### config.mk
export PLATFORM = sky130hd
export DESIGN_NAME = aes_ram
export DESIGN_NICKNAME = d
export VERILOG_FILES = /design/src/design/aes_ram.sv
export SDC_FILE = /design/constraint.sdc
export NUM_CORES = 2
export LEC_CHECK = 0
export ABC_AREA = 1
export BUFFER_PORTS_ARGS = -buffer_cell sky130_fd_sc_hd__buf_4
export CAP_MARGIN = 20
export CORE_ASPECT_RATIO = 1.25
export CORE_MARGIN = 3
export CORE_UTILIZATION = 35
export CTS_BUF_LIST = sky130_fd_sc_hd__clkbuf_16
export DETAILED_ROUTE_END_ITERATION = 8
export SETUP_SLACK_MARGIN = 0.15
export SLEW_MARGIN = 30
export SYNTH_ARGS = -nofsm -noshare
export SYNTH_HDL_FRONTEND = slang
export SYNTH_SLANG_ARGS = --single-unit
### constraint.sdc
create_clock -name aclk -period 10.43 [get_ports aclk]
set_input_delay 1.043 -clock aclk [delete_from_list [all_inputs] [get_ports aclk]]
set_output_delay 1.043 -clock aclk [all_outputs]
set_load 0.005 [all_outputs]
### src/design/aes_ram.sv
`timescale 1ns / 1ps
module aes_ram #(
    parameter int WIDTH = 32,
    parameter int DEPTH = 64
) (
    input  logic                     aclk,
    input  logic                     wr_en,
    input  logic [$clog2(DEPTH)-1:0] wr_addr,
    input  logic [WIDTH-1:0]         wr_data,
    input  logic [$clog2(DEPTH)-1:0] rd_addr,
    output logic [WIDTH-1:0]         rd_data
);
    logic [WIDTH-1:0] mem [DEPTH];
    logic [WIDTH-1:0] rd_data_reg;

    always_ff @(posedge aclk) begin
        if (wr_en) begin
            mem[wr_addr] <= wr_data;
        end
        rd_data_reg <= mem[rd_addr];
    end

    assign rd_data = rd_data_reg;
endmodule

==> impl_metrics.py <==
metrics = {
    "critical_path": {
        "cp-start-kind": "primary input",
        "required_ns": 11.18,
        "critPathCaptureType": "flop",
        "cp_max_fo": 163,
        "path_class": "primary input to flop",
        "crit_arrival_ns": 5.33,
    },
    "detailed_routing": {
        "top_layer_used": "met5",
        "met1_length_um": 95730,
        "drt-vias-per-instance": 5.417,
        "route.met2.wl_um": 122700,
        "drt-wirelength-per-cell_um": 25.21,
        "totalWireLength_um": 251300,
        "vias": 53980,
        "first_pass_iters": 5,
        "drt_iter0_drc": 6167,
        "drt.antenna.violating_nets": 0,
        "drc": 0,
        "wl_met3_um": 18890,
    },
    "timing": {
        "fmax_mhz": 218.3,
        "hold_viol_final": 0,
        "finalMaxSlewViolations": 0,
        "rsz0062_at_grt": "no",
        "skew_ns": 0.04149,
        "setup_violations": 0,
        "worst_slew_pin_slew_ns": 1.043,
        "relSlewSlack": 0.3032,
        "finalCritPeriodShare": 0.4392,
        "fin_tns_setup_ns": 0,
        "whs_ns": 0.6776,
        "min_period_ns": 4.581,
    },
    "clock_network": {
        "cts_resized": 0,
        "tritoncts": "yes",
        "cts_sinks": 2080,
        "cts_made_buffers": 194,
        "ctsHoldBuffers": 0,
        "cts.clk_slew.worst_paths_ns": 0.06,
        "cts_root_buffer": "clkbuf_16",
        "cts_max_level": 4,
        "post_cts_buffers": 0,
        "worstSkewPairLatency_ns": 0.84,
        "clock_path_buffers": 4,
    },
    "die": {
        "die_h_um": 549.6,
        "num_rows": 198,
        "io_pins": 78,
        "die_area_mm2": 0.2423,
        "initial_core_util": 0.3538,
        "core-area_mm2": 0.2339,
        "die_x_um": 440.9,
    },
    "yosys": {
        "syn-instance-count": 6769,
        "netlist_area_mm2": 0.08274,
        "ys_types": 16,
        "ys_seq_area_frac": 0.7510,
        "yosysWarnings": 0,
        "ys_seq_elements": 2080,
        "synth_area_per_cell_um2": 12.22,
        "syn_nets": 6815,
    },
    "cells_and_area": {
        "multi_input_area_mm2": 0.01877,
        "stdcell_count": 9965,
        "layout-drive-gt1-share": 0.07394,
        "area_growth_pct": 11.60,
        "fillers": 21850,
        "layout_common_cells": "nand2_1 (2248), edfxtp_1 (2048), nand3_1 (1907)",
        "largest_reg_flops": 2048,
        "final_common_cell": "nand2_1",
        "final_nets": 6760,
        "postLayoutCoreUtil": 0.3948,
        "regArea_mm2": 0.06214,
    },
    "placement": {
        "place_congestion": 0.8434,
        "dpl.cell_count": 9615,
        "dpl.hpwl_um": 128900,
        "numPortBuffers": 77,
    },
    "power_and_ir_drop": {
        "power.share.combinational": 0.062,
        "p_sw_frac": 0.2276,
        "cellPowerDensity_mw_per_mm2": 183.4,
        "power.leakage_nw": 31.96,
        "seqPwrFrac": 0.549,
        "switchingPower_w": 0.003854,
        "p_int_w": 0.01308,
        "ir_drop_mv": 0.1317,
        "finalPower_w": 0.01694,
        "clock_power_share": 0.389,
    },
    "global_routing": {
        "grt_pass1_vias": 51400,
        "antenna_found_initial": 11,
        "gr-total-overflow": 0,
        "grt_max_degree": 230,
        "grt_usage": 0.2027,
        "grt_pass1_wl_um": 362700,
    },
    "flow_run": {
        "cap_violations": 0,
    },
    "hold_path": {
        "hold_class": "primary input to flop",
    },
    "outcome": {
        "status": "completed",
    },
}
[path summary, 6_finish.rpt]
check                                   end  cells after the start  slack [ns]         from
worst min register to register  rd_data[10]                      8        0.80  mem[43][10]
worst min-delay path            rd_data[10]                      3        0.68   rd_addr[5]
worst max register to register  rd_data[20]                      8        8.52   mem[9][20]
worst max-delay path            rd_data[20]                     13        5.85   rd_addr[0]
[cell usage after synthesis]
cell type / n / area (um2)
buf_1: 40 / 150.1
buf_6: 3 / 33.78
nor4_1: 8 / 50.05
buf_2: 282 / 1411
nor2_1: 56 / 210.2
dfxtp_1: 32 / 640.6
inv_2: 2 / 7.510
nand3_1: 1907 / 9544
inv_4: 1 / 6.260
nand2_1: 2248 / 8438
inv_1: 9 / 33.78
nand4_1: 9 / 56.30
buf_4: 45 / 337.8
edfxtp_1: 2048 / 61500
buf_8: 2 / 30.03
clkbuf_1: 77 / 289.0
[cells by family after synthesis]
kind of cell / share of synthesized area
buffers and inverters: 0.02779
DFF: 0.7510
and+or+nand+nor: 0.2212
[area by class of cell]
class,count,share of cell area
tap,3100,0.04201
clock inverter,145,0.009607
inverter,12,0.0009485
sequential,2080,0.6730
timing repair buffer,198,0.01841
multi-input combinational,4228,0.2033
antenna,8,0.0002168
clock buffer,194,0.05258
[worst max-delay path: stages]
cell and delay (ns):
buf_8 0.20, inv_16 0.31, buf_16 0.48, buf_12 0.64
buf_6 0.67, nand2_1 0.13, nand3_1 0.11, nand3_1 0.08
nand2_1 0.09, nand2_1 0.05, nand3_1 0.15, nand3_1 0.59
nand2_1 0.22
[power groups by stage]
stage	sequential (W)	clock (W)	combinational, W
floorplan	0.00945	0	0.000568
global placement	0.00947	0	0.00104
finish	0.00929	0.00659	0.00105
global route	0.00929	0.00699	0.00114
CTS	0.00929	0.00668	0.00105
detailed placement	0.00947	0	0.00105
[per-stage QoR]
step,area [um2],worst slack (ns)
after floorplan,82740,5.257
after global placement,86490,5.232
after detailed placement,86490,5.221
after CTS,92240,6.121
after global routing,92330,5.756
final,92340,5.849
[per-layer routing]
metal | GRT usage | vias up
li1 | - | 23980
met1 | 0.2579 | 26940
met2 | 0.3375 | 2519
met3 | 0.02725 | 530
met4 | 0.1054 | 10
met5 | 0 | -
Power figures use the tool's default switching activity.
